File: src/rtl/pwrseq_pkg.sv
// Shared types and constants for the board power sequencer.
// Depends on nothing; every other file imports it.
package pwrseq_pkg;

   localparam int unsigned REG_W   = 16;
   localparam int unsigned INDEX_W = 2;
   localparam int unsigned CODE_W  = 3;
   localparam int unsigned THERM_W = 2;

   typedef enum logic [6:0] {
      MODE_INIT     = 7'b000_0001,
      MODE_STANDBY  = 7'b000_0010,
      MODE_RAMP     = 7'b000_0100,
      MODE_RUN      = 7'b000_1000,
      MODE_OFF      = 7'b001_0000,
      MODE_OVERHEAT = 7'b010_0000,
      MODE_PWRFAIL  = 7'b100_0000
   } mode_type;

   typedef enum logic [1:0] {
      EV_NONE       = 2'd0,
      EV_INPUT_OK   = 2'd1,
      EV_CRIT_READY = 2'd2,
      EV_CRIT_FAIL  = 2'd3
   } event_type;

   localparam logic [CODE_W-1:0] CODE_INIT     = 3'd0;
   localparam logic [CODE_W-1:0] CODE_STANDBY  = 3'd1;
   localparam logic [CODE_W-1:0] CODE_RAMP     = 3'd2;
   localparam logic [CODE_W-1:0] CODE_RUN      = 3'd3;
   localparam logic [CODE_W-1:0] CODE_OFF      = 3'd4;
   localparam logic [CODE_W-1:0] CODE_OVERHEAT = 3'd5;
   localparam logic [CODE_W-1:0] CODE_PWRFAIL  = 3'd6;

   localparam logic [THERM_W-1:0] THERM_COOL     = 2'd0;
   localparam logic [THERM_W-1:0] THERM_SHUTDOWN = 2'd2;

   localparam logic [INDEX_W-1:0] CSR_RAMP_TIMEOUT    = 2'd0;
   localparam logic [INDEX_W-1:0] CSR_POWERFAIL_DELAY = 2'd1;
   localparam logic [INDEX_W-1:0] CSR_POLL_INTERVAL   = 2'd2;

   localparam logic [REG_W-1:0] RAMP_TIMEOUT_RESET    = 16'd3000;
   localparam logic [REG_W-1:0] POWERFAIL_DELAY_RESET = 16'd3000;
   localparam logic [REG_W-1:0] POLL_INTERVAL_RESET   = 16'd100;

   typedef struct packed {
      logic [REG_W-1:0] ramp_timeout;
      logic [REG_W-1:0] powerfail_delay;
      logic [REG_W-1:0] poll_interval;
   } cfg_type;

   typedef struct packed {
      logic               enable_req;
      logic               input_power_good;
      logic               critical_power_good;
      logic [THERM_W-1:0] thermal_level;
   } tick_type;

   typedef struct packed {
      logic [CODE_W-1:0] power_mode;
      logic              ramp_active;
      logic              monitor_active;
      logic              clear_minmax;
      logic              clear_thermal;
      logic              sensor_poll;
      event_type         event_code;
   } result_type;

   function automatic logic [CODE_W-1:0] mode_code(input mode_type m);
      logic [CODE_W-1:0] c;
      unique case (m)
         MODE_STANDBY:  c = CODE_STANDBY;
         MODE_RAMP:     c = CODE_RAMP;
         MODE_RUN:      c = CODE_RUN;
         MODE_OFF:      c = CODE_OFF;
         MODE_OVERHEAT: c = CODE_OVERHEAT;
         MODE_PWRFAIL:  c = CODE_PWRFAIL;
         default:       c = CODE_INIT;
      endcase
      return c;
   endfunction

endpackage

File: src/rtl/pwrseq_req_if.sv
// Tick input channel of the power sequencer.
// Depends on pwrseq_pkg for field widths.
interface pwrseq_req_if;
   import pwrseq_pkg::*;
   logic               valid;
   logic               ready;
   logic               enable_req;
   logic               input_power_good;
   logic               critical_power_good;
   logic [THERM_W-1:0] thermal_level;

   modport source(output valid, enable_req, input_power_good, critical_power_good,
                  thermal_level, input ready);
   modport sink(input valid, enable_req, input_power_good, critical_power_good,
                thermal_level, output ready);
endinterface

File: src/rtl/pwrseq_rsp_if.sv
// Result channel of the power sequencer.
// Depends on pwrseq_pkg for field widths.
interface pwrseq_rsp_if;
   import pwrseq_pkg::*;
   logic              valid;
   logic              ready;
   logic [CODE_W-1:0] power_mode;
   logic              ramp_active;
   logic              monitor_active;
   logic              clear_minmax;
   logic              clear_thermal;
   logic              sensor_poll;
   logic [1:0]        event_code;

   modport source(output valid, power_mode, ramp_active, monitor_active, clear_minmax,
                  clear_thermal, sensor_poll, event_code, input ready);
   modport sink(input valid, power_mode, ramp_active, monitor_active, clear_minmax,
                clear_thermal, sensor_poll, event_code, output ready);
endinterface

File: src/rtl/pwrseq_csr_if.sv
// Register write channel of the power sequencer.
// Depends on pwrseq_pkg for index and data widths.
interface pwrseq_csr_if;
   import pwrseq_pkg::*;
   logic               valid;
   logic               ready;
   logic [INDEX_W-1:0] index;
   logic [REG_W-1:0]   wdata;

   modport source(output valid, index, wdata, input ready);
   modport sink(input valid, index, wdata, output ready);
endinterface

File: src/rtl/pwrseq_csr.sv
// Configuration registers of the power sequencer.
// Depends on pwrseq_pkg and pwrseq_csr_if.
module pwrseq_csr
   import pwrseq_pkg::*;
(
   input  logic          clock,
   input  logic          reset,
   pwrseq_csr_if.sink    csr_bus,
   output cfg_type       cfg
);

   cfg_type cfg_ff;
   cfg_type cfg_in;

   assign csr_bus.ready = 1'b1;

   always_comb begin
      cfg_in = cfg_ff;
      if (csr_bus.valid) begin
         unique case (csr_bus.index)
            CSR_RAMP_TIMEOUT:    cfg_in.ramp_timeout    = csr_bus.wdata;
            CSR_POWERFAIL_DELAY: cfg_in.powerfail_delay = csr_bus.wdata;
            CSR_POLL_INTERVAL:   cfg_in.poll_interval   = csr_bus.wdata;
            default:             cfg_in = cfg_ff;
         endcase
      end
   end

   always_ff @(posedge clock) begin
      if (reset) begin
         cfg_ff.ramp_timeout    <= RAMP_TIMEOUT_RESET;
         cfg_ff.powerfail_delay <= POWERFAIL_DELAY_RESET;
         cfg_ff.poll_interval   <= POLL_INTERVAL_RESET;
      end else begin
         cfg_ff <= cfg_in;
      end
   end

   assign cfg = cfg_ff;

endmodule

File: src/rtl/pwrseq_step.sv
// Next-state and result logic for one tick of the power sequencer.
// Depends on pwrseq_pkg; purely combinational.
module pwrseq_step
   import pwrseq_pkg::*;
#(
   parameter int unsigned TIMER_WIDTH = 16
)(
   input  mode_type               mode,
   input  logic [TIMER_WIDTH-1:0] mode_timer,
   input  logic [TIMER_WIDTH-1:0] poll_timer,
   input  cfg_type                cfg,
   input  tick_type               tick,
   output mode_type               mode_next,
   output logic [TIMER_WIDTH-1:0] mode_timer_next,
   output logic [TIMER_WIDTH-1:0] poll_timer_next,
   output result_type             result
);

   localparam int unsigned CMP_W = (TIMER_WIDTH > REG_W) ? TIMER_WIDTH : REG_W;

   logic [TIMER_WIDTH-1:0] mode_inc;
   logic [TIMER_WIDTH-1:0] poll_inc;
   logic                   ramp_expired;
   logic                   fail_expired;
   logic                   poll_due;
   mode_type               cur;
   mode_type               nxt;
   logic                   changed;
   event_type              ev;
   logic                   clr_th;

   assign mode_inc = (&mode_timer) ? mode_timer : mode_timer + TIMER_WIDTH'(1);
   assign poll_inc = (&poll_timer) ? poll_timer : poll_timer + TIMER_WIDTH'(1);

   assign ramp_expired = CMP_W'(mode_inc) > CMP_W'(cfg.ramp_timeout);
   assign fail_expired = CMP_W'(mode_inc) > CMP_W'(cfg.powerfail_delay);
   assign poll_due     = CMP_W'(poll_inc) > CMP_W'(cfg.poll_interval);

   always_comb begin
      cur     = mode;
      changed = 1'b0;
      ev      = EV_NONE;
      clr_th  = 1'b0;
      // Overheat takes over before any other transition is considered.
      if (tick.thermal_level >= THERM_SHUTDOWN && mode != MODE_OVERHEAT) begin
         cur     = MODE_OVERHEAT;
         changed = 1'b1;
      end
      nxt = cur;
      unique case (cur)
         MODE_STANDBY: begin
            if (!tick.enable_req) begin
               nxt = MODE_OFF;
            end else if (tick.input_power_good) begin
               ev  = EV_INPUT_OK;
               nxt = MODE_RAMP;
            end
         end
         MODE_RAMP: begin
            if (!tick.enable_req) begin
               nxt = MODE_OFF;
            end else if (!tick.input_power_good) begin
               nxt = MODE_STANDBY;
            end else if (tick.critical_power_good) begin
               ev  = EV_CRIT_READY;
               nxt = MODE_RUN;
            end else if (ramp_expired) begin
               ev  = EV_CRIT_FAIL;
               nxt = MODE_PWRFAIL;
            end
         end
         MODE_RUN: begin
            if (!tick.enable_req) begin
               nxt = MODE_OFF;
            end else if (!tick.input_power_good) begin
               nxt = MODE_STANDBY;
            end else if (!tick.critical_power_good) begin
               ev  = EV_CRIT_FAIL;
               nxt = MODE_PWRFAIL;
            end
         end
         MODE_OFF: begin
            if (tick.enable_req) begin
               nxt = MODE_STANDBY;
            end
         end
         MODE_OVERHEAT: begin
            if (!tick.enable_req) begin
               clr_th = 1'b1;
               nxt    = MODE_OFF;
            end else if (tick.thermal_level == THERM_COOL) begin
               nxt = MODE_STANDBY;
            end
         end
         MODE_PWRFAIL: begin
            if (!tick.enable_req) begin
               nxt = MODE_OFF;
            end else if (fail_expired) begin
               nxt = MODE_STANDBY;
            end
         end
         default: begin
            nxt = MODE_STANDBY;
         end
      endcase
      if (nxt != cur) begin
         changed = 1'b1;
      end
   end

   assign mode_next       = nxt;
   assign mode_timer_next = changed ? '0 : mode_inc;
   assign poll_timer_next = poll_due ? '0 : poll_inc;

   assign result.power_mode     = mode_code(nxt);
   assign result.ramp_active    = (nxt == MODE_RAMP);
   assign result.monitor_active = (nxt == MODE_RAMP) || (nxt == MODE_RUN);
   assign result.clear_minmax   = !tick.enable_req;
   assign result.clear_thermal  = clr_th;
   assign result.sensor_poll    = poll_due;
   assign result.event_code     = ev;

endmodule

File: src/rtl/power_sequencing_fsm.sv
// Board power sequencer: one tick beat in, one result beat out. A beat is
// held in the input register and then offered from the result register;
// throughput is one beat per cycle while the result side keeps up. The mode
// and its timers advance as each tick leaves the input register.
// Depends on pwrseq_pkg, the three channel interfaces, pwrseq_csr and pwrseq_step.
module power_sequencing_fsm
   import pwrseq_pkg::*;
#(
   parameter int unsigned TIMER_WIDTH = 16
)(
   input  logic          clock,
   input  logic          reset,
   pwrseq_req_if.sink    req_bus,
   pwrseq_rsp_if.source  rsp_bus,
   pwrseq_csr_if.sink    csr_bus
);

   cfg_type                cfg;
   tick_type               tick_ff;
   logic                   tick_valid_ff;
   logic                   tick_valid_in;
   result_type             result_ff;
   result_type             result_in;
   logic                   rsp_valid_ff;
   logic                   rsp_valid_in;
   mode_type               mode_ff;
   mode_type               mode_in;
   logic [TIMER_WIDTH-1:0] mode_timer_ff;
   logic [TIMER_WIDTH-1:0] mode_timer_in;
   logic [TIMER_WIDTH-1:0] poll_timer_ff;
   logic [TIMER_WIDTH-1:0] poll_timer_in;
   logic                   advance;
   logic                   req_take;

   pwrseq_csr u_csr (
      .clock   (clock),
      .reset   (reset),
      .csr_bus (csr_bus),
      .cfg     (cfg)
   );

   pwrseq_step #(.TIMER_WIDTH(TIMER_WIDTH)) u_step (
      .mode            (mode_ff),
      .mode_timer      (mode_timer_ff),
      .poll_timer      (poll_timer_ff),
      .cfg             (cfg),
      .tick            (tick_ff),
      .mode_next       (mode_in),
      .mode_timer_next (mode_timer_in),
      .poll_timer_next (poll_timer_in),
      .result          (result_in)
   );

   assign advance       = tick_valid_ff && (!rsp_valid_ff || rsp_bus.ready);
   assign req_bus.ready = !tick_valid_ff || advance;
   assign req_take      = req_bus.valid && req_bus.ready;

   assign tick_valid_in = req_take || (tick_valid_ff && !advance);
   assign rsp_valid_in  = advance || (rsp_valid_ff && !rsp_bus.ready);

   always_ff @(posedge clock) begin
      if (reset) begin
         tick_valid_ff <= 1'b0;
         rsp_valid_ff  <= 1'b0;
         mode_ff       <= MODE_INIT;
         mode_timer_ff <= '0;
         poll_timer_ff <= '0;
      end else begin
         tick_valid_ff <= tick_valid_in;
         rsp_valid_ff  <= rsp_valid_in;
         if (advance) begin
            mode_ff       <= mode_in;
            mode_timer_ff <= mode_timer_in;
            poll_timer_ff <= poll_timer_in;
         end
      end
   end

   always_ff @(posedge clock) begin
      if (req_take) begin
         tick_ff.enable_req          <= req_bus.enable_req;
         tick_ff.input_power_good    <= req_bus.input_power_good;
         tick_ff.critical_power_good <= req_bus.critical_power_good;
         tick_ff.thermal_level       <= req_bus.thermal_level;
      end
      if (advance) begin
         result_ff <= result_in;
      end
   end

   assign rsp_bus.valid          = rsp_valid_ff;
   assign rsp_bus.power_mode     = result_ff.power_mode;
   assign rsp_bus.ramp_active    = result_ff.ramp_active;
   assign rsp_bus.monitor_active = result_ff.monitor_active;
   assign rsp_bus.clear_minmax   = result_ff.clear_minmax;
   assign rsp_bus.clear_thermal  = result_ff.clear_thermal;
   assign rsp_bus.sensor_poll    = result_ff.sensor_poll;
   assign rsp_bus.event_code     = result_ff.event_code;

endmodule

File: src/flat_wrapper.sv
// flat-port wrapper written by rule: the top's interface ports become plain ports
module power_sequencing_fsm_flat import pwrseq_pkg::*;
#(
   parameter int unsigned TIMER_WIDTH = 16
)
  (clock, reset, req_bus_valid, req_bus_enable_req, req_bus_input_power_good, req_bus_critical_power_good, req_bus_thermal_level, req_bus_ready, rsp_bus_valid, rsp_bus_power_mode, rsp_bus_ramp_active, rsp_bus_monitor_active, rsp_bus_clear_minmax, rsp_bus_clear_thermal, rsp_bus_sensor_poll, rsp_bus_event_code, rsp_bus_ready, csr_bus_valid, csr_bus_index, csr_bus_wdata, csr_bus_ready);
  pwrseq_req_if req_bus_i ();
  pwrseq_rsp_if rsp_bus_i ();
  pwrseq_csr_if csr_bus_i ();
  input  logic clock;
  input  logic reset;
  input wire logic [$bits(req_bus_i.valid)-1:0] req_bus_valid;
  input wire logic [$bits(req_bus_i.enable_req)-1:0] req_bus_enable_req;
  input wire logic [$bits(req_bus_i.input_power_good)-1:0] req_bus_input_power_good;
  input wire logic [$bits(req_bus_i.critical_power_good)-1:0] req_bus_critical_power_good;
  input wire logic [$bits(req_bus_i.thermal_level)-1:0] req_bus_thermal_level;
  output wire logic [$bits(req_bus_i.ready)-1:0] req_bus_ready;
  output wire logic [$bits(rsp_bus_i.valid)-1:0] rsp_bus_valid;
  output wire logic [$bits(rsp_bus_i.power_mode)-1:0] rsp_bus_power_mode;
  output wire logic [$bits(rsp_bus_i.ramp_active)-1:0] rsp_bus_ramp_active;
  output wire logic [$bits(rsp_bus_i.monitor_active)-1:0] rsp_bus_monitor_active;
  output wire logic [$bits(rsp_bus_i.clear_minmax)-1:0] rsp_bus_clear_minmax;
  output wire logic [$bits(rsp_bus_i.clear_thermal)-1:0] rsp_bus_clear_thermal;
  output wire logic [$bits(rsp_bus_i.sensor_poll)-1:0] rsp_bus_sensor_poll;
  output wire logic [$bits(rsp_bus_i.event_code)-1:0] rsp_bus_event_code;
  input wire logic [$bits(rsp_bus_i.ready)-1:0] rsp_bus_ready;
  input wire logic [$bits(csr_bus_i.valid)-1:0] csr_bus_valid;
  input wire logic [$bits(csr_bus_i.index)-1:0] csr_bus_index;
  input wire logic [$bits(csr_bus_i.wdata)-1:0] csr_bus_wdata;
  output wire logic [$bits(csr_bus_i.ready)-1:0] csr_bus_ready;
  assign req_bus_i.valid = req_bus_valid;
  assign req_bus_i.enable_req = req_bus_enable_req;
  assign req_bus_i.input_power_good = req_bus_input_power_good;
  assign req_bus_i.critical_power_good = req_bus_critical_power_good;
  assign req_bus_i.thermal_level = req_bus_thermal_level;
  assign req_bus_ready = req_bus_i.ready;
  assign rsp_bus_valid = rsp_bus_i.valid;
  assign rsp_bus_power_mode = rsp_bus_i.power_mode;
  assign rsp_bus_ramp_active = rsp_bus_i.ramp_active;
  assign rsp_bus_monitor_active = rsp_bus_i.monitor_active;
  assign rsp_bus_clear_minmax = rsp_bus_i.clear_minmax;
  assign rsp_bus_clear_thermal = rsp_bus_i.clear_thermal;
  assign rsp_bus_sensor_poll = rsp_bus_i.sensor_poll;
  assign rsp_bus_event_code = rsp_bus_i.event_code;
  assign rsp_bus_i.ready = rsp_bus_ready;
  assign csr_bus_i.valid = csr_bus_valid;
  assign csr_bus_i.index = csr_bus_index;
  assign csr_bus_i.wdata = csr_bus_wdata;
  assign csr_bus_ready = csr_bus_i.ready;
  power_sequencing_fsm #(.TIMER_WIDTH(TIMER_WIDTH)) u_core (.clock(clock), .reset(reset), .req_bus(req_bus_i), .rsp_bus(rsp_bus_i), .csr_bus(csr_bus_i));
endmodule
File: config.mk
export PLATFORM = sky130hd
export DESIGN_NAME = power_sequencing_fsm_flat
export DESIGN_NICKNAME = d
export VERILOG_FILES = /design/src/rtl/pwrseq_pkg.sv /design/src/rtl/pwrseq_req_if.sv /design/src/rtl/pwrseq_rsp_if.sv /design/src/rtl/pwrseq_csr_if.sv /design/src/rtl/pwrseq_csr.sv /design/src/rtl/pwrseq_step.sv /design/src/rtl/power_sequencing_fsm.sv /design/src/flat_wrapper.sv
export SDC_FILE = /design/constraint.sdc
export NUM_CORES = 1
export LEC_CHECK = 0
export BUFFER_PORTS_ARGS = -buffer_cell sky130_fd_sc_hd__buf_2
export CELL_PAD_IN_SITES_DETAIL_PLACEMENT = 0
export CELL_PAD_IN_SITES_GLOBAL_PLACEMENT = 1
export CORE_MARGIN = 4
export CORE_UTILIZATION = 45
export DETAILED_ROUTE_END_ITERATION = 10
export MAX_ROUTING_LAYER = met4
export PLACE_DENSITY = 0.78
export SLEW_MARGIN = 20
export SYNTH_ARGS = -nofsm -noshare
export SYNTH_HDL_FRONTEND = slang
export SYNTH_HIERARCHICAL = 1
export SYNTH_SLANG_ARGS = --single-unit
File: constraint.sdc
create_clock -name clock -period 7.5 [get_ports clock]
set_input_delay 0.75 -clock clock [delete_from_list [all_inputs] [get_ports clock]]
set_output_delay 0.75 -clock clock [all_outputs]
set_load 0.02 [all_outputs]
==> run metrics, run 1 <==
R2R Setup Slk=2.45 ns; grt total ovfl=0; Worst Tran Pin Value=1.16 ns; Root Driver=clkbuf_16; CTS Hold Bufs=0; Crit Path Max Fanout=14; Top FF cell, synth=dfxtp_1; setup violators final=0; diodes inserted=0; largest net degree at the start of global routing=153; CP Cell Sequence=ha_1 > and3_1 > nand4_2 > or2_2 > and3_1 > nand4_1 > xnor2_1 > ha_1 > and4_1 > a2111oi_0 > or3_1 > nand3_1 > o21ai_0 > or3b_4 > a221oi_4 > inv_2 > nor3b_1 > nand2b_1 > mux2i_1; Cell Area, Synth=6970 um^2; Worst Min Path Start=u_core/u_csr/cfg[7]; CP arrival=5.33 ns; post-synth cell types=69; gpl congestion=0.899; Yosys warning count=6; delay-heaviest family, CP=simple AND/OR/NAND/NOR gates; Max Cap Violations=0; Port Buffers=39; share of the synthesized area in the top cell type=25.5%; starting density of the core=45.9%; setup_tns=0 ns; Vias/cell=5.40; peak supply drop=141 uV; antenna violations before repair=0; syn_area_per_cell=8.72 um^2; routed wire length=15.6 mm; Max Fclk=0.198 GHz; post-synthesis adder-cell area fraction=8.61%; largest family of logic cells by synthesized area=simple AND/OR/NAND/NOR gates; Finished Core Util=49.4%; initial detailed-routing violation count=429; CORE AREA=15200 um^2; Num CTS Buffers=9; Final nets=891; met1 Resource Use GR=24.9%; Synth Area in Compound Gates=7.37%; Post-CTS Setup Bufs=0; Flop pwr share=48.3%; layout cell share with drive strength beyond 1=9.63%; TritonRoute pass-1 iters=7; worst r2r src=u_core/mode_timer_ff[0]; status=finished, final reports clean; GRT Util Overall=18.6%; Clock Latency Late Sink=0.35 ns; Switch Pwr=289 uW; first-pass GRT wire length=25.9 mm; row cnt=45; post-synthesis mux area share=13.0%; H-Tree Depth=3; Mapped Cells=800; register clock-pin slew on the reported worst setup and hold paths=0.07 ns; Die W=132 um; critical path's slowest cell=a221oi_4; vias in the first global route=5193; Slew Limit Fails=0; DIE AREA=17600 um^2; RSZ-0062 raised after global routing=false; WP data required=7.78 ns; routing usage on met2=28.2%; top cells by area, synth=dfxtp_1, mux2i_1, nand2b_1; Buf+Inv Stages, Crit Path=1; EDFF count, synth=15; drt drc=0; Max-slew headroom=22.5%; Synth Area in XOR/XNOR=3.01%; skew final=0.00890 ns; fraction of registers with async set/reset=0%; vias post-DR=5448; Critical Path End Type=flip-flop; CP startpoint kind=flip-flop; Final min period=5.05 ns; number of synthesized register bits=104; Critical Path Start=u_core/mode_timer_ff[0]; commonest non-fill, non-tap cell in the layout=nand2b_1; cell taking the most area after synthesis=dfxtp_1; grt met3 use=3.38%; Clk pwr share=42.3%; Comb power frac=9.4%; Fin. Hold Viols=0; Clock Sinks=104; pwr dens=163 nW/um^2; CTS max path bufs=2; Die Y=132 um; Most Crowded Layer GR=met2; Avg WL per Cell=15.5 um; type of the worst min-delay path=flip-flop to flip-flop; Detail Route Antenna Nets=0; most frequent cells in the layout=nand2b_1, dfxtp_1, mux2i_1, nor2_1, inv_1; Final period util=67.3%; PostCTS Resize Cnt=0; Leak=3.29 nW; slowest stage delay, CP=0.61 ns; io pins=41; internal power=938 uW; Layout area overhead=7.71%; switching share of power=23.5%; Synthesized Nets=876; CTS tree=built; simple-gate area share of the yosys netlist=28.6%; CP Class=flip-flop to flip-flop; register area share after synthesis=32.0%; dpl hpwl=11.6 mm
## cell usage after synthesis, types with 5 or more instances
master and number:
a21o_1 5, a21oi_1 21, and3_1 10, buf_2 8
buf_4 5, clkbuf_1 17, dfxtp_1 89, edfxtp_1 15
ha_1 48, inv_1 67, mux2i_1 88, nand2_1 41
nand2b_1 128, nand3_1 25, nand4_1 19, nor2_1 74
nor2b_1 8, nor3_1 10, o21a_1 6, o21ai_0 11
or3_1 6, xnor2_1 10, xor2_1 14
## tightest hold or removal path, cell delays in order (launching register included)
cell	delay, ns
dfxtp_1	0.31
nand2b_1	0.06
mux2i_1	0.06
## through the flow
| step | worst slack (ns) | instances | cell area (um^2) | power [mW] | hold WS (ns) |
|---|---|---|---|---|---|
| after CTS | 2.48 | 1008 | 7510 | 1.25 | 0.477 |
| after detailed placement | 2.48 | 992 | 7170 | 0.722 | 0.465 |
| after global routing | 1.92 | 1008 | 7510 | 1.28 | 0.498 |
| after floorplan | 3.32 | 800 | 6970 | 0.694 | 0.447 |
| after global placement | 2.74 | 992 | 7170 | 0.718 | 0.461 |
| final | 2.45 | 1008 | 7510 | 1.23 | 0.473 |
## sequential cells by signal, summed over array words and instances (netlist names)
register	count
u_core/mode_ff	7
u_core/rsp_bus.clear_thermal	1
u_core/poll_timer_ff	16
u_core/rsp_bus.sensor_poll	1
u_core/mode_timer_ff	16
u_core/rsp_bus.clear_minmax	1
u_core/u_csr/cfg	48
u_core/rsp_bus.event_code	2
u_core/rsp_bus.monitor_active	1
u_core/tick_ff	5
u_core/tick_valid_ff	1
u_core/rsp_bus.valid	1
u_core/rsp_bus.power_mode	3
u_core/rsp_bus.ramp_active	1
## path summary, 6_finish.rpt
check	end	cells past startpoint
min	u_core/u_csr/cfg[7]	2
max	u_core/mode_timer_ff[12]	19
max reg2reg	u_core/mode_timer_ff[12]	19
min reg2reg	u_core/u_csr/cfg[7]	2
## cells by family after synthesis
group           count (synthesis)
compound gates                 71
xor+xnor                       24
fa+ha+maj                      48
buf+inv                       105
flops                         104
mux                            90
other cells                     2
simple gates                  356
## per-layer routing
metal  vias up  share of wire [%]
li1       2742                  -
met1      2548                 49
met2       129                 45
met3        29                3.8
met4         0                2.2
met5         -                  0
## power by group through the flow
stage          combinational, mW  clock, mW  sequential [mW]
2_1_floorplan             0.0909          0            0.603
3_3_place_gp               0.113          0            0.605
3_5_place_dp               0.116          0            0.605
4_1_cts                    0.117      0.537            0.592
5_1_grt                    0.129      0.556            0.594
6_report                   0.116      0.519            0.592
## cell type report
| type | count | area (um^2) |
|---|---|---|
| Fill cell | 1474 | 7690 |
| Tap cell | 188 | 235 |
| Clock inverter | 3 | 43.8 |
| Timing Repair Buffer | 41 | 216 |
| Inverter | 68 | 255 |
| Sequential cell | 104 | 2230 |
| Multi-Input combinational cell | 591 | 4240 |
| Clock buffer | 13 | 293 |
Note: power is estimated with default switching activity, not from simulation.
==> run 2, diff against run 1 <==
==> constraint.sdc (replaced) <==
create_clock -name clock -period 5.14 [get_ports clock]
set_input_delay 0.514 -clock clock [delete_from_list [all_inputs] [get_ports clock]]
set_output_delay 0.514 -clock clock [all_outputs]
set_load 0.02 [all_outputs]
==> run 2 against run 1 <==
  * Global-route usage is 0.74 points higher
  * Via count up 0.29%
  * Routed wire length rose by 3.4%
  * Clock-buffer cell count is 1 lower
  * Clock skew fell by 0.0016 ns
  * Flip-flop and latch count unchanged
  * Register-to-register slack got worse by 2.1 ns
  * Sequential share of layout area shrank 0.13 points
  * Total power increased by 40%
  * Sequential power is 46% higher
  * Non-clock buffer count rose by 7
  * Critical endpoint is now u_core/mode_timer_ff[3]
==> run metrics, run 2 (synthesis gave the netlist of run 1 again) <==
status=finished, final reports clean; Die Y=132 um; delay-heaviest family, CP=simple AND/OR/NAND/NOR gates; Final WS setup=0.375 ns; Worst Min Path Start=req_bus_thermal_level[0]; worst r2r src=u_core/mode_timer_ff[0]; Die W=132 um; Vias/cell=5.39; register clock-pin slew on the reported worst setup and hold paths=0.07 ns; worst slack, placed=0.230 ns; Max Fclk=0.210 GHz; Root Driver=clkbuf_16; Clock Latency Late Sink=0.36 ns; commonest non-fill, non-tap cell in the layout=nand2b_1; grt total ovfl=0; Avg WL per Cell=15.9 um; WP data required=5.43 ns; vias post-DR=5464; Num CTS Buffers=9; TritonRoute pass-1 iters=5; CTS Hold Bufs=0; Fin. Hold Viols=0; end of the worst hold path=u_core/tick_ff[0]; first-pass GRT wire length=26.9 mm; vias in the first global route=5301; initial detailed-routing violation count=379; CTS max path bufs=2; Slew Limit Fails=0; Final period util=92.7%; DIE AREA=17600 um^2; CP arrival=5.05 ns; Final nets=898; slowest stage delay, CP=0.44 ns; gpl congestion=0.862; CP Class=flip-flop to flip-flop; WHS Path Cells=1; skew final=0.00725 ns; Worst Tran Pin Value=1.13 ns; Clock Sinks=104; R2R Path End=u_core/mode_timer_ff[3]; worst-case reg-to-reg path depth=20; Hold WS=0.328 ns; GRT Util Overall=19.3%; CTS tree=built; # fillers=1474; Leak=3.31 nW; antenna violations before repair=0; io pins=41; max FFs per register=48; drt drc=0; type of the worst min-delay path=primary input to flip-flop; diodes inserted=0; pwr dens=228 nW/um^2; most frequent cells in the layout=nand2b_1, mux2i_1, dfxtp_1, nor2_1, inv_1; peak supply drop=156 uV; critical path's slowest cell=or3b_4; dpl hpwl=12.0 mm; Final min period=4.76 ns; routed wire length=16.1 mm; Finished Core Util=49.7%; setup violators final=0; Crit Path Max Fanout=8; Max Cap Violations=0; CP Cell Sequence=ha_1 > and3_1 > nand4_2 > or2_2 > and3_1 > nand4_1 > xnor2_1 > ha_1 > and4_1 > a2111oi_1 > or3_1 > nand3_1 > o21ai_0 > or3b_4 > a221oi_4 > buf_4 > nand2_1 > nor2_1 > nand2b_1 > mux2i_1; starting density of the core=45.9%; row cnt=45; layout cell share with drive strength beyond 1=10.5%; Port Buffers=39; Buf+Inv Stages, Crit Path=1; CORE AREA=15200 um^2; Critical Path End Type=flip-flop; R2R Setup Slk=0.38 ns; Layout area overhead=8.23%; H-Tree Depth=3; largest net degree at the start of global routing=153; Max-slew headroom=24.6%; Detail Route Antenna Nets=0; CP startpoint kind=flip-flop
[run 2: layout make-up]
class / instances / area (um^2) / share of cell area, %
multi-input cells: 591 / 4250 / 56.2
clock inverters: 3 / 22.5 / 0.298
repair buffers: 48 / 289 / 3.83
well taps: 188 / 235 / 3.12
inverters: 68 / 255 / 3.38
flip-flops and latches: 104 / 2230 / 29.6
clock buffers: 12 / 268 / 3.55
[run 2: power by group]
group / internal, mW / leakage [nW] / switching, mW / total (mW)
sequential: 0.847 / 0.869 / 0.0179 / 0.864
combinational: 0.0757 / 2.30 / 0.0989 / 0.175
clock: 0.371 / 0.141 / 0.312 / 0.683
total: 1.29 / 3.31 / 0.429 / 1.72
[run 2: through the flow]
stage	instances	cell area (um^2)	TNS, ns	power, mW
floorplan	800	6970	0	1.01
detailed placement	996	7200	0	1.06
global route	1014	7550	-0.841	1.79
CTS	1011	7490	0	1.75
finish	1014	7550	0	1.72
global placement	996	7200	0	1.05
[run 2: per-layer routing]
layer / part of all wire [%] / track usage, % / wire length [um] / vias up
met1: 47 / 25.3 / 7660 / 2580
li1: - / - / - / 2760
met4: 1.4 / 5.48 / 230 / 0
met3: 4.0 / 3.31 / 644 / 19
met2: 47 / 30.9 / 7600 / 105
met5: 0 / - / 0 / -
[run 2: worst max path at each step]
stage,start,to,depth (start not counted)
2_1_floorplan,u_core/mode_timer_ff[0],u_core/mode_timer_ff[8],21
5_1_grt,u_core/mode_timer_ff[0],u_core/mode_timer_ff[6],20
3_5_place_dp,u_core/mode_timer_ff[0],u_core/mode_timer_ff[3],21
4_1_cts,u_core/mode_timer_ff[0],u_core/mode_timer_ff[3],21
3_3_place_gp,u_core/mode_timer_ff[0],u_core/mode_timer_ff[8],20
6_report,u_core/mode_timer_ff[0],u_core/mode_timer_ff[3],20
[run 2: repair_timing]
action / CTS / global route
buffers inserted: 0 / 2
endpoints found under the hold margin: 0 / 0
resized for setup: 0 / 3
setup endpoints to repair: 0 / 11
==> run 3, diff against run 2 <==
--- a/config.mk
+++ b/config.mk
@@ -12,7 +12,7 @@
 export CORE_UTILIZATION = 45
 export DETAILED_ROUTE_END_ITERATION = 10
 export MAX_ROUTING_LAYER = met4
-export PLACE_DENSITY = 0.78
+export PLACE_DENSITY_LB_ADDON = 0.25
 export SLEW_MARGIN = 20
 export SYNTH_ARGS = -nofsm -noshare
 export SYNTH_HDL_FRONTEND = slang
==> run 3 against run 2 <==
  * Largest power group unchanged
  * Sequential power is essentially flat
  * Total power grew 2.4%
  * Critical path depth is the same
  * Die area is the same
  * Combinational power shrank 3%
  * Register-to-register slack gained 0.06 ns
  * Clock power grew 7.0%
  * Clock-buffer cell count shrank 2
==> run metrics, run 3 (synthesis gave the netlist of run 1 again) <==
met3 wire length=618 um; Final min period=4.71 ns; Detail Route Antenna Nets=0; Avg WL per Cell=15.4 um; Clock Sinks=104; Critical Path End Type=flip-flop; Worst Tran Pin Value=0.884 ns; M1 WL=7.38 mm; Slew Limit Fails=0; Fin. Hold Viols=0; delay-heaviest family, CP=simple AND/OR/NAND/NOR gates; Vias/cell=5.31; Final period util=91.6%; H-Tree Depth=3; routed wire length=15.5 mm; vias in the first global route=5179; R2R Setup Slk=0.43 ns; grt total ovfl=0; Final nets=893; CP arrival=4.98 ns; gpl congestion=0.887; met2 WL=7.30 mm; Max-slew headroom=40.3%; Max Cap Violations=0; RSZ-0062 raised after global routing=false; CTS tree=built; setup_tns=0 ns; Clock Latency Late Sink=0.36 ns; io pins=41; Port Buffers=39; most frequent cells in the layout=nand2b_1, mux2i_1, dfxtp_1, nor2_1, inv_1; Buf+Inv Stages, Crit Path=2; diodes inserted=0; starting density of the core=45.9%; CP startpoint kind=flip-flop; CP Cell Sequence=ha_1 > and3_1 > nand4_2 > or2_2 > and3_1 > nand4_1 > xnor2_1 > ha_1 > and4_1 > a2111oi_0 > or3_1 > nand3_1 > o21ai_0 > or3b_4 > a221oi_4 > buf_6 > inv_2 > nor3b_1 > nand2b_1 > mux2i_1; type of the worst min-delay path=primary input to flip-flop; Max Fclk=0.212 GHz; slowest stage delay, CP=0.45 ns; Root Driver=clkbuf_16; Leak=3.30 nW; dpl hpwl=11.7 mm; Crit Path Max Fanout=14; CTS max path bufs=2; CP Class=flip-flop to flip-flop; Top Metal Used=met4; max FFs per register=48; Layout area overhead=7.91%; initial detailed-routing violation count=386; # fillers=1481; Tot Pwr=1.76 mW; first-pass GRT wire length=25.8 mm; skew final=0.0114 ns; TritonRoute pass-1 iters=5; antenna violations before repair=0; layout cell share with drive strength beyond 1=10.3%; GRT Util Overall=18.5%; critical path's slowest cell=or3b_4; Num CTS Buffers=9; Die Y=132 um; row cnt=45; largest net degree at the start of global routing=153; peak supply drop=176 uV; WP data required=5.41 ns; vias post-DR=5364; DIE AREA=17600 um^2; CORE AREA=15200 um^2; pwr dens=234 nW/um^2; commonest non-fill, non-tap cell in the layout=nand2b_1; status=finished, final reports clean; Die W=132 um; setup violators final=0; Post-CTS Setup Bufs=0; Finished Core Util=49.5%; drt drc=0; register clock-pin slew on the reported worst setup and hold paths=0.07 ns
[run 3: final timing paths]
check / from / end / cells past startpoint
setup / recovery: u_core/mode_timer_ff[0] / u_core/mode_timer_ff[12] / 20
hold / removal: req_bus_thermal_level[0] / u_core/tick_ff[0] / 1
setup reg to reg: u_core/mode_timer_ff[0] / u_core/mode_timer_ff[12] / 20
hold reg to reg: u_core/u_csr/cfg[42] / u_core/u_csr/cfg[42] / 2
[run 3: routing by layer]
layer / vias to the layer above / track usage, %
li1: 2758 / -
met1: 2488 / 23.6
met2: 96 / 30.1
met3: 22 / 3.65
met4: 0 / 5.02
met5: - / -
[run 3: report_power, final]
| group | internal, mW | leakage [nW] | total [mW] | switching [mW] |
|---|---|---|---|---|
| clock network | 0.399 | 0.156 | 0.731 | 0.331 |
| logic | 0.0731 | 2.27 | 0.169 | 0.0959 |
| registers | 0.846 | 0.869 | 0.864 | 0.0178 |
| total | 1.32 | 3.30 | 1.76 | 0.445 |
[run 3: stage by stage]
stage	instance area [um^2]	hold slack, ns	cells	setup WS [ns]
after floorplan	6970	0.447	800	0.962
after global placement	7190	0.463	994	0.513
after detailed placement	7190	0.467	994	0.299
after CTS	7500	0.323	1010	0.249
after global routing	7530	0.318	1010	0.0322
final	7530	0.338	1010	0.431
[run 3: worst reg2reg max path, cell delays in order, from the launching register on]
cell       delay (ns)
dfxtp_2          0.40
ha_1             0.21
and3_1           0.24
nand4_2          0.19
or2_2            0.37
and3_1           0.25
nand4_1          0.12
xnor2_1          0.20
ha_1             0.33
and4_1           0.20
a2111oi_0        0.36
or3_1            0.16
nand3_1          0.06
o21ai_0          0.14
or3b_4           0.45
a221oi_4         0.24
buf_6            0.20
inv_2            0.06
nor3b_1          0.20
nand2b_1         0.10
mux2i_1          0.16
[run 3: repair_timing]
item	4_1_cts	5_1_grt
hold buffers	0	0
setup endpoints to repair	0	10
gates resized for setup	0	4
[run 3: area by class of cell]
cell class / instances / area [um^2] / area share (%)
multi-input cells: 591 / 4260 / 56.5
flip-flops and latches: 104 / 2230 / 29.7
inverters: 68 / 255 / 3.39
clock buffers: 10 / 239 / 3.18
repair buffers: 43 / 235 / 3.13
well taps: 188 / 235 / 3.13
clock inverters: 6 / 72.6 / 0.964
